### src/sv/wim_pkg.sv
// ----------------------------------------------------------------------------
// wim_pkg
// Shared types, constants and IUPAC matching for the windowed mismatch block.
// ----------------------------------------------------------------------------
package wim_pkg;

	localparam int BASE_W   = 8;
	localparam int CFG_W    = 9;
	localparam int COUNT_W  = 9;
	localparam int PCT_W    = 15;
	localparam int CENTRE_W = 25;
	localparam int STEP_W   = 8;
	localparam int IDX_W    = 1;

	localparam logic [IDX_W-1:0] REG_WINDOW_SIZE = 1'b0;
	localparam logic [IDX_W-1:0] REG_WINDOW_STEP = 1'b1;

	localparam logic [CFG_W-1:0] SIZE_RESET = 9'd64;
	localparam logic [CFG_W-1:0] STEP_RESET = 9'd16;
	localparam logic [CFG_W-1:0] STEP_LIMIT = 9'd256;

	localparam logic [BASE_W-1:0] DOT_CHAR = 8'h2E;
	localparam logic [BASE_W-1:0] CHAR_U   = 8'h55;
	localparam logic [BASE_W-1:0] CHAR_T   = 8'h54;
	localparam logic [BASE_W-1:0] CHAR_N   = 8'h4E;

	localparam int PERCENT_SCALE = 100;
	localparam logic [PCT_W-1:0] Q8_PERCENT = PCT_W'(PERCENT_SCALE * 256);
	localparam logic [PCT_W-1:0] PCT_MAX    = PCT_W'(PERCENT_SCALE * 256);
	localparam logic [CENTRE_W-1:0] CENTRE_MAX = '1;

	typedef struct packed {
		logic capture;
		logic update;
		logic mul;
		logic div_step;
		logic load_out;
	} wim_cmd_t;

	typedef struct packed {
		logic emit;
		logic div_last;
		logic out_busy;
	} wim_stat_t;

	function automatic logic [BASE_W-1:0] normalize(input logic [BASE_W-1:0] c);
		logic [BASE_W-1:0] u;
		u = c;
		if (c >= 8'h61 && c <= 8'h7A) u = c - 8'd32;
		if (u == CHAR_U) u = CHAR_T;
		return u;
	endfunction

	function automatic logic [3:0] base_set(input logic [BASE_W-1:0] c);
		logic [3:0] m;
		case (c)
			8'h41:   m = 4'd1;
			8'h43:   m = 4'd2;
			8'h47:   m = 4'd4;
			8'h54:   m = 4'd8;
			8'h52:   m = 4'd5;
			8'h59:   m = 4'd10;
			8'h53:   m = 4'd6;
			8'h57:   m = 4'd9;
			8'h4B:   m = 4'd12;
			8'h4D:   m = 4'd3;
			8'h42:   m = 4'd14;
			8'h44:   m = 4'd13;
			8'h48:   m = 4'd11;
			8'h56:   m = 4'd7;
			CHAR_N:  m = 4'd15;
			default: m = 4'd0;
		endcase
		return m;
	endfunction

	function automatic logic chars_match(input logic [BASE_W-1:0] a,
	                                     input logic [BASE_W-1:0] b);
		logic [BASE_W-1:0] na;
		logic [BASE_W-1:0] nb;
		logic [3:0] ma;
		logic [3:0] mb;
		logic single;
		na = normalize(a);
		nb = normalize(b);
		ma = base_set(na);
		mb = base_set(nb);
		single = ($countones(ma) == 1) || ($countones(mb) == 1);
		if (na == nb) return 1'b1;
		if (ma == 4'd0 || mb == 4'd0) return 1'b0;
		if (ma == 4'd15 || mb == 4'd15) return 1'b1;
		return single && ((ma & mb) != 4'd0);
	endfunction

endpackage

### src/sv/wim_in_if.sv
// ----------------------------------------------------------------------------
// wim_in_if
// Input channel: one aligned pair of sequence characters per word.
// ----------------------------------------------------------------------------
interface wim_in_if
	import wim_pkg::*;
();
	logic              valid;
	logic              ready;
	logic [BASE_W-1:0] base_first;
	logic [BASE_W-1:0] base_second;
	logic              final_position;

	modport source (output valid, output base_first, output base_second,
	                output final_position, input ready);
	modport sink   (input valid, input base_first, input base_second,
	                input final_position, output ready);
endinterface

### src/sv/wim_out_if.sv
// ----------------------------------------------------------------------------
// wim_out_if
// Result channel: one word per completed window.
// ----------------------------------------------------------------------------
interface wim_out_if
	import wim_pkg::*;
();
	logic                valid;
	logic                ready;
	logic [COUNT_W-1:0]  mismatch_count;
	logic [COUNT_W-1:0]  counted_positions;
	logic [PCT_W-1:0]    percent_q8;
	logic                none_counted;
	logic [CENTRE_W-1:0] centre_doubled;

	modport source (output valid, output mismatch_count, output counted_positions,
	                output percent_q8, output none_counted, output centre_doubled,
	                input ready);
	modport sink   (input valid, input mismatch_count, input counted_positions,
	                input percent_q8, input none_counted, input centre_doubled,
	                output ready);
endinterface

### src/sv/windowed_iupac_mismatch.sv
// ----------------------------------------------------------------------------
// windowed_iupac_mismatch
// Sliding-window IUPAC mismatch count and Q8 percentage over a base pair stream.
// ----------------------------------------------------------------------------
// Usage:
//   pairs   : one word per aligned position (two ASCII bases, final flag).
//   results : one word per completed window (counts, Q8 percent, centre x2).
//   cfg_*   : write the window length (index 0) and the window stride
//             (index 1) while idle.
// Sequence:
//   A word that emits no result is accepted, then the flag ring is
//   updated (ring RAM read of the leaving entry is registered).
//   A word that emits a result goes through these steps to the output
//   register: accept, update, the x25600 scale, the restoring divider
//   (one quotient bit a cycle), then the load.
//   The next pair is accepted as soon as the result sits in the output
//   register; a stalled receiver holds the block only when a newer result
//   is ready to load.
// Reset: run state clears, window length 64, stride 16. The ring RAM is
//   not cleared; an entry is always written before it leaves the window.
// A set final_position ends the run; a window result due at it is still produced.
// ----------------------------------------------------------------------------
module windowed_iupac_mismatch
	import wim_pkg::*;
#(
	parameter int MAX_WINDOW    = 256,
	parameter int POSITION_BITS = 24
) (
	input  logic             clk,
	input  logic             arst_n,
	input  logic             cfg_we,
	input  logic [IDX_W-1:0] cfg_index,
	input  logic [CFG_W-1:0] cfg_data,
	wim_in_if.sink           pairs,
	wim_out_if.source        results
);
	wim_cmd_t  cmd;
	wim_stat_t stat;

	wim_ctrl u_ctrl (
		.clk      (clk),
		.arst_n   (arst_n),
		.in_valid (pairs.valid),
		.in_ready (pairs.ready),
		.stat     (stat),
		.cmd      (cmd)
	);

	wim_datapath #(
		.MAX_WINDOW    (MAX_WINDOW),
		.POSITION_BITS (POSITION_BITS)
	) u_dp (
		.clk            (clk),
		.arst_n         (arst_n),
		.cmd            (cmd),
		.stat           (stat),
		.cfg_we         (cfg_we),
		.cfg_index      (cfg_index),
		.cfg_data       (cfg_data),
		.base_first     (pairs.base_first),
		.base_second    (pairs.base_second),
		.final_position (pairs.final_position),
		.res            (results)
	);
endmodule

### src/sv/wim_ram.sv
// ----------------------------------------------------------------------------
// wim_ram
// Generic simple dual-port RAM, one write port, one registered read port.
// ----------------------------------------------------------------------------
module wim_ram #(
	parameter int WIDTH = 2,
	parameter int DEPTH = 256
) (
	input  logic                     clk,
	input  logic                     we,
	input  logic [$clog2(DEPTH)-1:0] waddr,
	input  logic [WIDTH-1:0]         wdata,
	input  logic                     re,
	input  logic [$clog2(DEPTH)-1:0] raddr,
	output logic [WIDTH-1:0]         rdata
);
	logic [WIDTH-1:0] mem [DEPTH];

	always_ff @(posedge clk) begin
		if (we) mem[waddr] <= wdata;
		if (re) rdata <= mem[raddr];
	end
endmodule

### src/sv/wim_ctrl.sv
// ----------------------------------------------------------------------------
// wim_ctrl
// Sequencer: accept, ring update; on emit, scale, divide, hand to output reg.
// ----------------------------------------------------------------------------
module wim_ctrl
	import wim_pkg::*;
(
	input  logic      clk,
	input  logic      arst_n,
	input  logic      in_valid,
	output logic      in_ready,
	input  wim_stat_t stat,
	output wim_cmd_t  cmd
);
	typedef enum logic [2:0] {S_IDLE, S_UPD, S_MUL, S_DIV, S_OUT} state_t;

	state_t state_q;

	always_ff @(posedge clk or negedge arst_n) begin
		if (!arst_n) begin
			state_q <= S_IDLE;
		end else begin
			case (state_q)
				S_IDLE: if (in_valid) state_q <= S_UPD;
				S_UPD:  state_q <= stat.emit ? S_MUL : S_IDLE;
				S_MUL:  state_q <= S_DIV;
				S_DIV:  if (stat.div_last) state_q <= S_OUT;
				S_OUT:  if (!stat.out_busy) state_q <= S_IDLE;
				default: state_q <= S_IDLE;
			endcase
		end
	end

	always_comb begin
		in_ready     = (state_q == S_IDLE);
		cmd.capture  = in_ready && in_valid;
		cmd.update   = (state_q == S_UPD);
		cmd.mul      = (state_q == S_MUL);
		cmd.div_step = (state_q == S_DIV);
		cmd.load_out = (state_q == S_OUT) && !stat.out_busy;
	end

	a_capture_update: assert property (@(posedge clk) disable iff (!arst_n)
		cmd.capture |=> cmd.update)
		else $error("accepted word not followed by ring update");

	a_no_result: assert property (@(posedge clk) disable iff (!arst_n)
		(cmd.update && !stat.emit) |=> in_ready)
		else $error("not ready after word without result");

	a_div_done: assert property (@(posedge clk) disable iff (!arst_n)
		(cmd.div_step && stat.div_last) |=> state_q == S_OUT)
		else $error("divide end did not reach output");
endmodule

### src/sv/wim_datapath.sv
// ----------------------------------------------------------------------------
// wim_datapath
// Flag ring, running sums, window step, Q8 percent divider and output reg.
// ----------------------------------------------------------------------------
module wim_datapath
	import wim_pkg::*;
#(
	parameter int MAX_WINDOW    = 256,
	parameter int POSITION_BITS = 24
) (
	input  logic              clk,
	input  logic              arst_n,
	input  wim_cmd_t          cmd,
	output wim_stat_t         stat,
	input  logic              cfg_we,
	input  logic [IDX_W-1:0]  cfg_index,
	input  logic [CFG_W-1:0]  cfg_data,
	input  logic [BASE_W-1:0] base_first,
	input  logic [BASE_W-1:0] base_second,
	input  logic              final_position,
	wim_out_if.source         res
);
	localparam int PTR_W = $clog2(MAX_WINDOW);
	localparam int SUM_W = $clog2(MAX_WINDOW + 1);
	localparam int CW    = (SUM_W > CFG_W) ? SUM_W : CFG_W;
	localparam int XW    = ((POSITION_BITS > SUM_W) ? POSITION_BITS : SUM_W) + 2;
	localparam int CXW   = (XW > CENTRE_W) ? XW : CENTRE_W;
	localparam int NW    = SUM_W + PCT_W;
	localparam int QB    = $clog2(PCT_W);

	logic [CFG_W-1:0]         size_cfg_q;
	logic [CFG_W-1:0]         step_cfg_q;
	logic [PTR_W-1:0]         ptr_q;
	logic [SUM_W-1:0]         msum_q;
	logic [SUM_W-1:0]         csum_q;
	logic [POSITION_BITS-1:0] pos_q;
	logic [STEP_W-1:0]        cdown_q;
	logic [QB-1:0]            dcnt_q;
	logic                     out_valid_q;

	logic                     counted_s1;
	logic                     mis_s1;
	logic                     fin_s1;

	logic [SUM_W-1:0]         res_m_q;
	logic [SUM_W-1:0]         res_c_q;
	logic                     res_none_q;
	logic [CENTRE_W-1:0]      res_centre_q;
	logic [NW-1:0]            rem_q;
	logic [PCT_W-1:0]         quot_q;

	logic [COUNT_W-1:0]       out_m_q;
	logic [COUNT_W-1:0]       out_c_q;
	logic [PCT_W-1:0]         out_pct_q;
	logic                     out_none_q;
	logic [CENTRE_W-1:0]      out_centre_q;

	logic [SUM_W-1:0]         size_eff;
	logic [CFG_W-1:0]         step_eff;
	logic [STEP_W-1:0]        step_m1;
	logic [PTR_W-1:0]         old_idx;
	logic [SUM_W:0]           ptr_x;
	logic [SUM_W:0]           sz_x;
	logic [1:0]               old_flags;
	logic                     counted_in;
	logic                     mis_in;

	logic [XW-1:0]            pos_x;
	logic [XW-1:0]            size_x;
	logic [XW-1:0]            centre_x;
	logic [CXW-1:0]           centre_c;
	logic [CENTRE_W-1:0]      centre_sat;
	logic                     p_ge;
	logic                     win;
	logic                     emit;
	logic [SUM_W-1:0]         csum_dec;
	logic [SUM_W-1:0]         msum_dec;
	logic [SUM_W-1:0]         csum_nx;
	logic [SUM_W-1:0]         msum_nx;
	logic [PTR_W-1:0]         ptr_nx;
	logic [NW-1:0]            dsh;

	always_comb begin
		if (size_cfg_q == '0) size_eff = SUM_W'(1);
		else if (CW'(size_cfg_q) > CW'(MAX_WINDOW)) size_eff = SUM_W'(MAX_WINDOW);
		else size_eff = SUM_W'(size_cfg_q);

		if (step_cfg_q == '0) step_eff = CFG_W'(1);
		else if (step_cfg_q > STEP_LIMIT) step_eff = STEP_LIMIT;
		else step_eff = step_cfg_q;
		step_m1 = STEP_W'(step_eff - CFG_W'(1));

		ptr_x = (SUM_W+1)'(ptr_q);
		sz_x  = (SUM_W+1)'(size_eff);
		if (ptr_x >= sz_x) old_idx = PTR_W'(ptr_x - sz_x);
		else old_idx = PTR_W'(ptr_x + (SUM_W+1)'(MAX_WINDOW) - sz_x);

		counted_in = (base_first != DOT_CHAR) && (base_second != DOT_CHAR);
		mis_in     = counted_in && !chars_match(base_first, base_second);

		pos_x    = XW'(pos_q);
		size_x   = XW'(size_eff);
		p_ge     = pos_x >= size_x;
		win      = (pos_x + XW'(1)) >= size_x;
		emit     = win && (cdown_q == '0);
		centre_x = (pos_x << 1) + XW'(3) - size_x;
		centre_c = CXW'(centre_x);
		centre_sat = (centre_c > CXW'(CENTRE_MAX)) ? CENTRE_MAX : CENTRE_W'(centre_c);

		csum_dec = (p_ge && old_flags[0] && csum_q != '0) ? csum_q - SUM_W'(1) : csum_q;
		msum_dec = (p_ge && old_flags[1] && msum_q != '0) ? msum_q - SUM_W'(1) : msum_q;
		csum_nx  = (counted_s1 && csum_dec < SUM_W'(MAX_WINDOW)) ?
		           csum_dec + SUM_W'(1) : csum_dec;
		msum_nx  = (mis_s1 && msum_dec < SUM_W'(MAX_WINDOW)) ?
		           msum_dec + SUM_W'(1) : msum_dec;
		ptr_nx   = (ptr_q == PTR_W'(MAX_WINDOW - 1)) ? '0 : ptr_q + PTR_W'(1);

		dsh = NW'(res_c_q) << dcnt_q;

		stat.emit     = emit;
		stat.div_last = (dcnt_q == '0);
		stat.out_busy = out_valid_q && !res.ready;
	end

	wim_ram #(.WIDTH(2), .DEPTH(MAX_WINDOW)) u_ring (
		.clk   (clk),
		.we    (cmd.update),
		.waddr (ptr_q),
		.wdata ({mis_s1, counted_s1}),
		.re    (cmd.capture),
		.raddr (old_idx),
		.rdata (old_flags)
	);

	always_ff @(posedge clk or negedge arst_n) begin
		if (!arst_n) begin
			size_cfg_q  <= SIZE_RESET;
			step_cfg_q  <= STEP_RESET;
			ptr_q       <= '0;
			msum_q      <= '0;
			csum_q      <= '0;
			pos_q       <= '0;
			cdown_q     <= '0;
			dcnt_q      <= '0;
			out_valid_q <= 1'b0;
		end else begin
			if (cfg_we) begin
				case (cfg_index)
					REG_WINDOW_SIZE: size_cfg_q <= cfg_data;
					REG_WINDOW_STEP: step_cfg_q <= cfg_data;
					default: ;
				endcase
			end
			if (cmd.update) begin
				if (fin_s1) begin
					ptr_q   <= '0;
					msum_q  <= '0;
					csum_q  <= '0;
					pos_q   <= '0;
					cdown_q <= '0;
				end else begin
					ptr_q  <= ptr_nx;
					msum_q <= msum_nx;
					csum_q <= csum_nx;
					if (pos_q != '1) pos_q <= pos_q + POSITION_BITS'(1);
					if (win) cdown_q <= emit ? step_m1 : cdown_q - STEP_W'(1);
				end
			end
			if (cmd.mul) dcnt_q <= QB'(PCT_W - 1);
			else if (cmd.div_step && dcnt_q != '0) dcnt_q <= dcnt_q - QB'(1);
			if (cmd.load_out) out_valid_q <= 1'b1;
			else if (res.ready) out_valid_q <= 1'b0;
		end
	end

	always_ff @(posedge clk) begin
		if (cmd.capture) begin
			counted_s1 <= counted_in;
			mis_s1     <= mis_in;
			fin_s1     <= final_position;
		end
		if (cmd.update && emit) begin
			res_m_q      <= msum_nx;
			res_c_q      <= csum_nx;
			res_none_q   <= (csum_nx == '0);
			res_centre_q <= centre_sat;
		end
		if (cmd.mul) begin
			rem_q  <= NW'(res_m_q) * NW'(Q8_PERCENT);
			quot_q <= '0;
		end else if (cmd.div_step) begin
			if (rem_q >= dsh) begin
				rem_q          <= rem_q - dsh;
				quot_q[dcnt_q] <= 1'b1;
			end
		end
		if (cmd.load_out) begin
			out_m_q      <= COUNT_W'(res_m_q);
			out_c_q      <= COUNT_W'(res_c_q);
			out_none_q   <= res_none_q;
			out_centre_q <= res_centre_q;
			if (res_none_q) out_pct_q <= '0;
			else if (res_m_q > res_c_q) out_pct_q <= PCT_MAX;
			else out_pct_q <= quot_q;
		end
	end

	assign res.valid             = out_valid_q;
	assign res.mismatch_count    = out_m_q;
	assign res.counted_positions = out_c_q;
	assign res.percent_q8        = out_pct_q;
	assign res.none_counted      = out_none_q;
	assign res.centre_doubled    = out_centre_q;

	a_sum_bound: assert property (@(posedge clk) disable iff (!arst_n)
		(csum_q <= SUM_W'(MAX_WINDOW)) && (msum_q <= SUM_W'(MAX_WINDOW)))
		else $error("running sum above window depth");

	a_final_clear: assert property (@(posedge clk) disable iff (!arst_n)
		(cmd.update && fin_s1) |=> (ptr_q == '0) && (pos_q == '0) && (cdown_q == '0))
		else $error("run state not cleared after final position");

	a_load_out: assert property (@(posedge clk) disable iff (!arst_n)
		cmd.load_out |=> res.valid && (!res.none_counted || res.percent_q8 == '0))
		else $error("bad result word after load");
endmodule

### src/flat_wrapper.sv
// flat-port wrapper written by rule: the top's interface ports become plain ports
module windowed_iupac_mismatch_flat import wim_pkg::*;
#(
	parameter int MAX_WINDOW    = 256,
	parameter int POSITION_BITS = 24
)
  (clk, arst_n, cfg_we, cfg_index, cfg_data, pairs_valid, pairs_base_first, pairs_base_second, pairs_final_position, pairs_ready, results_valid, results_mismatch_count, results_counted_positions, results_percent_q8, results_none_counted, results_centre_doubled, results_ready);
  wim_in_if pairs_i ();
  wim_out_if results_i ();
  input  logic clk;
  input  logic arst_n;
  input  logic cfg_we;
  input  logic [IDX_W-1:0] cfg_index;
  input  logic [CFG_W-1:0] cfg_data;
  input wire logic [$bits(pairs_i.valid)-1:0] pairs_valid;
  input wire logic [$bits(pairs_i.base_first)-1:0] pairs_base_first;
  input wire logic [$bits(pairs_i.base_second)-1:0] pairs_base_second;
  input wire logic [$bits(pairs_i.final_position)-1:0] pairs_final_position;
  output wire logic [$bits(pairs_i.ready)-1:0] pairs_ready;
  output wire logic [$bits(results_i.valid)-1:0] results_valid;
  output wire logic [$bits(results_i.mismatch_count)-1:0] results_mismatch_count;
  output wire logic [$bits(results_i.counted_positions)-1:0] results_counted_positions;
  output wire logic [$bits(results_i.percent_q8)-1:0] results_percent_q8;
  output wire logic [$bits(results_i.none_counted)-1:0] results_none_counted;
  output wire logic [$bits(results_i.centre_doubled)-1:0] results_centre_doubled;
  input wire logic [$bits(results_i.ready)-1:0] results_ready;
  assign pairs_i.valid = pairs_valid;
  assign pairs_i.base_first = pairs_base_first;
  assign pairs_i.base_second = pairs_base_second;
  assign pairs_i.final_position = pairs_final_position;
  assign pairs_ready = pairs_i.ready;
  assign results_valid = results_i.valid;
  assign results_mismatch_count = results_i.mismatch_count;
  assign results_counted_positions = results_i.counted_positions;
  assign results_percent_q8 = results_i.percent_q8;
  assign results_none_counted = results_i.none_counted;
  assign results_centre_doubled = results_i.centre_doubled;
  assign results_i.ready = results_ready;
  windowed_iupac_mismatch #(.MAX_WINDOW(MAX_WINDOW), .POSITION_BITS(POSITION_BITS)) u_core (.clk(clk), .arst_n(arst_n), .cfg_we(cfg_we), .cfg_index(cfg_index), .cfg_data(cfg_data), .pairs(pairs_i), .results(results_i));
endmodule
### config.mk
export PLATFORM = sky130hd
export DESIGN_NAME = windowed_iupac_mismatch_flat
export DESIGN_NICKNAME = d
export VERILOG_FILES = /design/src/sv/wim_pkg.sv /design/src/sv/wim_in_if.sv /design/src/sv/wim_out_if.sv /design/src/sv/windowed_iupac_mismatch.sv /design/src/sv/wim_ram.sv /design/src/sv/wim_ctrl.sv /design/src/sv/wim_datapath.sv /design/src/flat_wrapper.sv
export SDC_FILE = /design/constraint.sdc
export NUM_CORES = 1
export LEC_CHECK = 0
export ABC_AREA = 1
export BUFFER_PORTS_ARGS = -buffer_cell sky130_fd_sc_hd__buf_2
export CAP_MARGIN = 20
export CORE_MARGIN = 3
export CORE_UTILIZATION = 65
export DETAILED_ROUTE_END_ITERATION = 8
export PLACE_DENSITY = 0.82
export SETUP_SLACK_MARGIN = 0.15
export SYNTH_ARGS = -nofsm -noshare
export SYNTH_HDL_FRONTEND = slang
export SYNTH_SLANG_ARGS = --single-unit
### constraint.sdc
create_clock -name clk -period 12 [get_ports clk]
set_input_delay 0.6 -clock clk [delete_from_list [all_inputs] [get_ports clk]]
set_output_delay 0.6 -clock clk [all_outputs]
set_load 0.005 [all_outputs]
==> results.sh, run 1 <==
export IMPL_switching_power_mw=3.93
export IMPL_crit_top_cell="nand2_1"
export IMPL_grt_pass1_wl_microns=146000
export IMPL_crit_type="flip-flop to flip-flop"
export IMPL_drv_slew=0
export IMPL_clock_sinks=743
export IMPL_grt_max_degree=256
export IMPL_crit_path_top_delay_cell="fa_4"
export IMPL_cts_root_buffer="clkbuf_16"
export IMPL_h_tree_depth=3
export IMPL_drtPass1Iterations=6
export IMPL_place_gp_congestion=0.913
export IMPL_start_util_pct=66.1
export IMPL_layout_drive_gt1_share_pct=7.77
export IMPL_ys_types=59
export IMPL_syn2layout_area_growth_pct=10.1
export IMPL_port_buffers=92
export IMPL_final_setup_skew_ns=0.0307
export IMPL_synth_area_leaders="edfxtp_1 (51%), nor2_1 (7.2%), ha_1 (5.6%), dfrtp_1 (5.5%), nand2_1 (5.3%)"
export IMPL_worstSetupStartpoint="u_core.u_dp.size_cfg_q[2]$_DFFE_PN0P_"
export IMPL_hold_class="input port to flip-flop"
export IMPL_finish_utilization_pct=72.8
export IMPL_worstPathRequired_ns=12.47
export IMPL_grt_pass1_vias=27700
export IMPL_status="finished clean"
export IMPL_drc=0
export IMPL_clockBufferDepth=3
export IMPL_first_iter_violations=3855
export IMPL_vias=28700
export IMPL_io_pins=93
export IMPL_synth_top_area_share_pct=50.7
export IMPL_setup_viol=0
export IMPL_nets=4009
export IMPL_synth_area_leader_cell="edfxtp_1"
export IMPL_rows=87
export IMPL_start_kind="flip-flop"
export IMPL_die_h_microns=246
export IMPL_ys_seq_area_share_pct=57.6
export IMPL_cp_cell_sequence="nor4_1 > nand2_1 > o21ai_0 > ha_4 > inv_1 > fa_4 > buf_16 > buf_4 > buf_16 > o21ai_0 > o221ai_1 > nand3_1 > nand2_1 > nand2_1 > o211ai_1 > nand3_1 > nand2_1 > nor2_1 > a31oi_1"
export IMPL_antenna_cells=0
export IMPL_insertion_delay_ns=0.63
export IMPL_track_usage_pct=30.6
export IMPL_p_seq_share_pct=32.1
export IMPL_ir_drop_mv=0.174
export IMPL_syn_inst=3758
export IMPL_synthFlopType="edfxtp_1"
export IMPL_ys_warnings_count=0
export IMPL_synth_async_reset_ratio_pct=11.3
export IMPL_p_leak_nw=16.1
export IMPL_p_int_mw=5.76
export IMPL_cts_resized=0
export IMPL_report_final_hold_viol_count=0
export IMPL_drtAntennaViolNets=0
export IMPL_cts_reportedPaths_clkPinSlew_ns=0.06
export IMPL_die_area_sq_um=60700
export IMPL_dpl_hpwl_microns=58000
export IMPL_pwr_density_cell_nw_per_um2=234
export IMPL_timing_rr_start="u_core.u_dp.size_cfg_q[2]$_DFFE_PN0P_"
export IMPL_cts_tree="yes"
export IMPL_rsz0062_at_grt="no"
export IMPL_end_kind="flip-flop"
export IMPL_cts_buffers=76
export IMPL_gr_total_overflow=0
export IMPL_synth_common_cells="nor2_1 (720), edfxtp_1 (634), nand2_1 (535)"
export IMPL_fmax_mhz=188
export IMPL_synth_seq_cells=743
export IMPL_cp_max_fo=119
export IMPL_viasPerCell=6.21
export IMPL_cap_viol_max_count=0
export IMPL_route_detailed_wl_per_inst_microns=20.3
export IMPL_timing_slew_headroom_pct=21.0
export IMPL_final_setup_tns_ns=0
export IMPL_worstPathArrival_ns=5.77
export IMPL_wl_microns=93500
export IMPL_avgSynthCellArea_sq_um=10.0
export IMPL_power_share_clock_pct=25.1
export IMPL_yosysMostFrequentCell="nor2_1"
export IMPL_ctsHoldBuffers=1
export IMPL_slowest_delay_ns=1.07
export IMPL_p_sw_share_pct=40.6
export IMPL_post_cts_buffers=0
export IMPL_synth_area_sq_um=37600
export IMPL_comb_power_share_pct=42.8
export IMPL_post_route_min_period_ns=5.31
export IMPL_design_core_area_sq_um=56800
export IMPL_die_w_microns=246
export IMPL_min_period_over_period_pct=44.2
export IMPL_syn_num_nets=3968
export IMPL_tightestPinTransition_ns=1.18
export IMPL_antenna_found_initial=0
export IMPL_hp_start="results_ready"
export IMPL_synth_edf_count=634
-- per-stage QoR --
step / setup slack, ns / area [sq um] / total power, mW / hold slack (ns) / cells
global placement: 6.51 / 38700 / 6.98 / 0.402 / 4471
floorplan: 7.21 / 37600 / 6.03 / 0.304 / 3758
global route: 6.45 / 41400 / 10.2 / 0.225 / 4616
CTS: 6.21 / 41200 / 9.57 / 0.204 / 4612
detailed placement: 6.29 / 38700 / 7.11 / 0.405 / 4472
finish: 6.69 / 41400 / 9.69 / 0.224 / 4616
-- layout make-up --
type | instances | area (sq um)
Clock inverter | 45 | 532
Fill cell | 3860 | 15500
Timing Repair Buffer | 126 | 833
Sequential cell | 743 | 21600
Inverter | 338 | 1270
Tap cell | 756 | 946
Multi-Input combinational cell | 2514 | 14100
Clock buffer | 94 | 2020
-- power groups by stage --
stage                     combinational (mW)  sequential [mW]  clock, mW
after floorplan                         2.90             3.13          0
after global placement                  3.83             3.16          0
after detailed placement                3.95             3.16          0
after CTS                               4.02             3.11       2.45
after global routing                    4.54             3.13       2.55
final                                   4.14             3.11       2.43
-- registers in the layout, indices dropped and copies added (netlist names), 3 cells and up --
name / count
u_core.u_dp.u_ring.mem: 512
u_core.u_dp.res.centre_doubled: 25
u_core.u_dp.res_centre_q: 25
u_core.u_dp.pos_q: 24
u_core.u_dp.rem_q: 24
u_core.u_dp.quot_q: 15
u_core.u_dp.res.percent_q8: 15
u_core.u_dp.csum_q: 9
u_core.u_dp.msum_q: 9
u_core.u_dp.res.counted_positions: 9
u_core.u_dp.res.mismatch_count: 9
u_core.u_dp.res_c_q: 9
u_core.u_dp.res_m_q: 9
u_core.u_dp.size_cfg_q: 9
u_core.u_dp.step_cfg_q: 9
u_core.u_dp.cdown_q: 8
u_core.u_dp.ptr_q: 8
u_core.u_dp.dcnt_q: 4
u_core.u_ctrl.state_q: 3
-- layout by cell type, fill, tap and decap left out, types with 28 or more instances in the layout --
cell type  count
mux2i_1       66
o32ai_1       65
o221ai_1      65
nand4_1       49
a21oi_1      100
o22ai_1       38
edfxtp_1     634
inv_1        324
clkbuf_16     78
ha_1         168
buf_2         91
nand2_1      535
dfrtp_1       82
xor2_1        55
nor2_1       718
buf_4         28
o21ai_0      273
nand3_1      172
-- routing by layer --
layer	global-route usage [%]	vias to the layer above	share of wire (%)
met1	41.1	13600	39
met4	12.8	0	3.8
met2	49.4	1589	47
met5	0	-	0
met3	5.56	288	10
li1	-	13200	-
-- critical path: cells and delay by family, from the launching register on --
kind	cells	cell delay, ns
AND/OR/NAND/NOR	8	1.00
buffers and inverters	4	1.02
AO/OA/AOI/OAI	5	1.33
adder cells (fa/ha/maj)	2	1.28
flip-flops	1	0.40
-- worst paths after layout --
path                                                           endpoint  slack (ns)  cells past startpoint
hold reg to reg            u_core.u_dp.res.centre_doubled[24]$_DFFE_PP_        0.42                      0
setup / recovery                  u_core.u_dp.u_ring.rdata[1]$_DFFE_PP_        6.69                     19
setup reg to reg                  u_core.u_dp.u_ring.rdata[1]$_DFFE_PP_        6.69                     19
min in group asynchronous             u_core.u_dp.dcnt_q[1]$_DFFE_PN0P_        0.44                      2
hold / removal                        u_core.u_dp.res.valid$_DFFE_PN0P_        0.22                      2
max in group asynchronous             u_core.u_dp.pos_q[21]$_DFFE_PN0P_       10.41                      3
-- cells by family (layout without fill, tap and decap cells) --
group	Yosys count	in the layout	synth area share, %
adder cells (fa/ha/maj)	178	178	6.11
multiplexers	66	66	1.76
XOR/XNOR	79	79	1.84
buffers and inverters	501	603	5.05
AND/OR/NAND/NOR	1556	1556	17.2
flip-flops	743	743	57.6
AO/OA/AOI/OAI	635	635	10.4
Power figures use the tool's default switching activity.
==> inputs of run 2 (changes only) <==
--- a/config.mk
+++ b/config.mk
@@ -9,9 +9,9 @@
 export BUFFER_PORTS_ARGS = -buffer_cell sky130_fd_sc_hd__buf_2
 export CAP_MARGIN = 20
 export CORE_MARGIN = 3
-export CORE_UTILIZATION = 65
+export CORE_UTILIZATION = 63
 export DETAILED_ROUTE_END_ITERATION = 8
-export PLACE_DENSITY = 0.82
+export PLACE_DENSITY = 0.8
 export SETUP_SLACK_MARGIN = 0.15
 export SYNTH_ARGS = -nofsm -noshare
 export SYNTH_HDL_FRONTEND = slang
==> constraint.sdc (replaced) <==
create_clock -name clk -period 4.9 [get_ports clk]
set_input_delay 0.245 -clock clk [delete_from_list [all_inputs] [get_ports clk]]
set_output_delay 0.245 -clock clk [all_outputs]
set_load 0.005 [all_outputs]
==> run 2 against run 1 <==
Via count is 1.1% lower; cell area is 0.81% higher; combinational power is 140% higher; wire length is 2.5% lower.
==> results.sh, run 2 (same netlist as run 1, synthesis figures left out) <==
export IMPL_final_setup_tns_ns=0
export IMPL_rsz0062_at_grt="no"
export IMPL_timing_rr_start="u_core.u_dp.dcnt_q[1]$_DFFE_PN0P_"
export IMPL_viasPerCell=6.10
export IMPL_wl_microns=91100
export IMPL_pwr_density_cell_nw_per_um2=571
export IMPL_insertion_delay_ns=0.62
export IMPL_hp_start="pairs_valid"
export IMPL_die_w_microns=250
export IMPL_p_int_mw=14.3
export IMPL_report_final_hold_viol_count=0
export IMPL_fmax_mhz=232
export IMPL_post_place_ws_ns=0.498
export IMPL_final_cell_mix="nor2_1 (717), edfxtp_1 (634), nand2_1 (535), inv_1 (322), o21ai_0 (273)"
export IMPL_antenna_found_initial=0
export IMPL_start_kind="flip-flop"
export IMPL_worstSetupStartpoint="u_core.u_dp.dcnt_q[1]$_DFFE_PN0P_"
export IMPL_port_buffers=92
export IMPL_drv_slew=0
export IMPL_dr_max_layer_used="met4"
export IMPL_slowest_delay_ns=0.53
export IMPL_cap_viol_max_count=0
export IMPL_nets=4032
export IMPL_grt_pass1_vias=27200
export IMPL_ir_drop_mv=0.457
export IMPL_final_setup_skew_ns=0.0193
export IMPL_cp_max_fo=31
export IMPL_clock_sinks=743
export IMPL_setup_ws_ns=0.585
export IMPL_syn2layout_area_growth_pct=11.0
export IMPL_top_register="u_core.u_dp.u_ring.mem"
export IMPL_fill_cells=4058
export IMPL_cts_tree="yes"
export IMPL_dpl_hpwl_microns=56700
export IMPL_drtPass1Iterations=7
export IMPL_p_leak_nw=16.2
export IMPL_power_share_clock_pct=25.5
export IMPL_worstPathRequired_ns=5.39
export IMPL_h_tree_depth=3
export IMPL_min_period_over_period_pct=88.1
export IMPL_grt_max_degree=236
export IMPL_cts_buffers=77
export IMPL_tightestPinTransition_ns=1.24
export IMPL_status="finished clean"
export IMPL_cp_cell_sequence="clkinvlp_4 > buf_4 > mux2i_1 > o21ai_0 > nand2_1 > ha_1 > nand2_1 > nor2_1 > a21oi_1 > o21ai_1 > a31oi_1 > nand2_1 > nand2_1 > inv_1 > o21ai_1 > nand3_1 > nand2_1 > buf_6 > clkinvlp_4 > buf_12 > nand3_1 > o21ai_0"
export IMPL_timing_hold_ws_ns=0.0697
export IMPL_gr_total_overflow=0
export IMPL_end_kind="flip-flop"
export IMPL_drtAntennaViolNets=0
export IMPL_comb_power_share_pct=42.5
export IMPL_seq_area_sq_um=21600
export IMPL_setup_viol=0
export IMPL_post_route_min_period_ns=4.31
export IMPL_cts_root_buffer="clkbuf_16"
export IMPL_p_sw_share_pct=39.9
export IMPL_wl_met2_microns=43700
export IMPL_met1_length_microns=35700
export IMPL_crit_type="flip-flop to flip-flop"
export IMPL_multi_input_area_sq_um=14100
export IMPL_layout_commonest_cell="nor2_1"
export IMPL_drc=0
export IMPL_io_pins=93
export IMPL_cts_reportedPaths_clkPinSlew_ns=0.06
export IMPL_design_core_area_sq_um=58400
export IMPL_met3_length_microns=8660
export IMPL_place_gp_congestion=0.909
export IMPL_largest_register_ffs=512
export IMPL_worstPathArrival_ns=4.81
export IMPL_route_detailed_wl_per_inst_microns=19.6
export IMPL_antenna_cells=0
export IMPL_switching_power_mw=9.50
export IMPL_clockBufferDepth=3
export IMPL_dpl_cell_area_sq_um=38800
export IMPL_crit_top_cell="nand2_1"
export IMPL_vias=28300
export IMPL_track_usage_pct=28.5
export IMPL_start_util_pct=64.4
export IMPL_crit_path_top_delay_cell="dfrtp_1"
export IMPL_first_iter_violations=3420
export IMPL_die_area_sq_um=62600
export IMPL_p_seq_share_pct=32.0
export IMPL_die_h_microns=250
export IMPL_rows=88
export IMPL_layout_drive_gt1_share_pct=8.19
export IMPL_design_area_sq_um=41700
export IMPL_grt_pass1_wl_microns=142000
export IMPL_timing_slew_headroom_pct=17.5
export IMPL_hold_class="input port to flip-flop"
==> run 2: cell count changes in the layout (fill, tap and decap cells not counted), moves of 2 or more <==
cell,change
buf_16,-3
buf_4,+4
clkinv_1,-5
clkbuf_16,+2
inv_6,-2
inv_4,+2
buf_12,+9
clkbuf_1,+2
inv_1,-2
clkbuf_8,+3
dlygate4sd3_1,+11
==> run 2: final cells by class <==
class / instances / share of cell area [%]
Clock buffer: 101 / 5.09
Clock inverter: 38 / 1.19
Inverter: 338 / 3.07
Multi-Input combinational cell: 2514 / 33.8
Sequential cell: 743 / 51.9
Tap cell: 765 / 2.30
Timing Repair Buffer: 148 / 2.60
==> run 2: path summary, 6_finish.rpt <==
check	endpoint	slack, ns	depth (start not counted)
max	u_core.u_dp.quot_q[7]$_SDFFE_PP0P_	0.59	22
min	u_core.u_ctrl.state_q[0]$_DFFE_PN0P_	0.07	5
max reg2reg	u_core.u_dp.quot_q[7]$_SDFFE_PP0P_	0.59	22
min reg2reg	u_core.u_dp.res.centre_doubled[20]$_DFFE_PP_	0.42	0
max in group asynchronous	u_core.u_dp.pos_q[14]$_DFFE_PN0P_	3.73	3
min in group asynchronous	u_core.u_dp.res.valid$_DFFE_PN0P_	0.19	2
==> run 2: metal layers <==
metal,up-vias,track usage (%)
met5,-,0
met4,0,10.5
met1,13400,37.9
li1,13200,-
met2,1455,47.0
met3,253,5.70
==> run 2: power groups by stage <==
stage                     Combinational [mW]  Clock (mW)  Sequential (mW)
final                                   10.1        6.06             7.62
after detailed placement                9.77           0             7.74
after global routing                    11.1        6.32             7.66
after CTS                               9.90        6.10             7.61
after global placement                  9.55           0             7.73
after floorplan                         7.10           0             7.68
==> run 2: worst max-delay path: cells and delay by family, from the launching register on <==
| kind | cells | cell delay, ns |
|---|---|---|
| simple gates | 8 | 0.89 |
| flops | 1 | 0.53 |
| fa+ha+maj | 1 | 0.39 |
| buf+inv | 6 | 1.15 |
| mux | 1 | 0.13 |
| compound gates | 6 | 1.07 |
==> run 2: per-stage QoR <==
stage,total power [mW],util (%),cells
floorplan,14.8,-,3758
global placement,17.3,66.6,4491
detailed placement,17.5,66.6,4491
CTS,23.6,71.3,4642
global route,25.1,71.4,4647
finish,23.8,71.4,4647
==> run 2: timing repair <==
item                                    CTS  global route
hold buffers                             12             0
buffers inserted                          0             3
gates resized for setup                   0             5
endpoints found under the setup margin    0            29
endpoints found under the hold margin    66             0
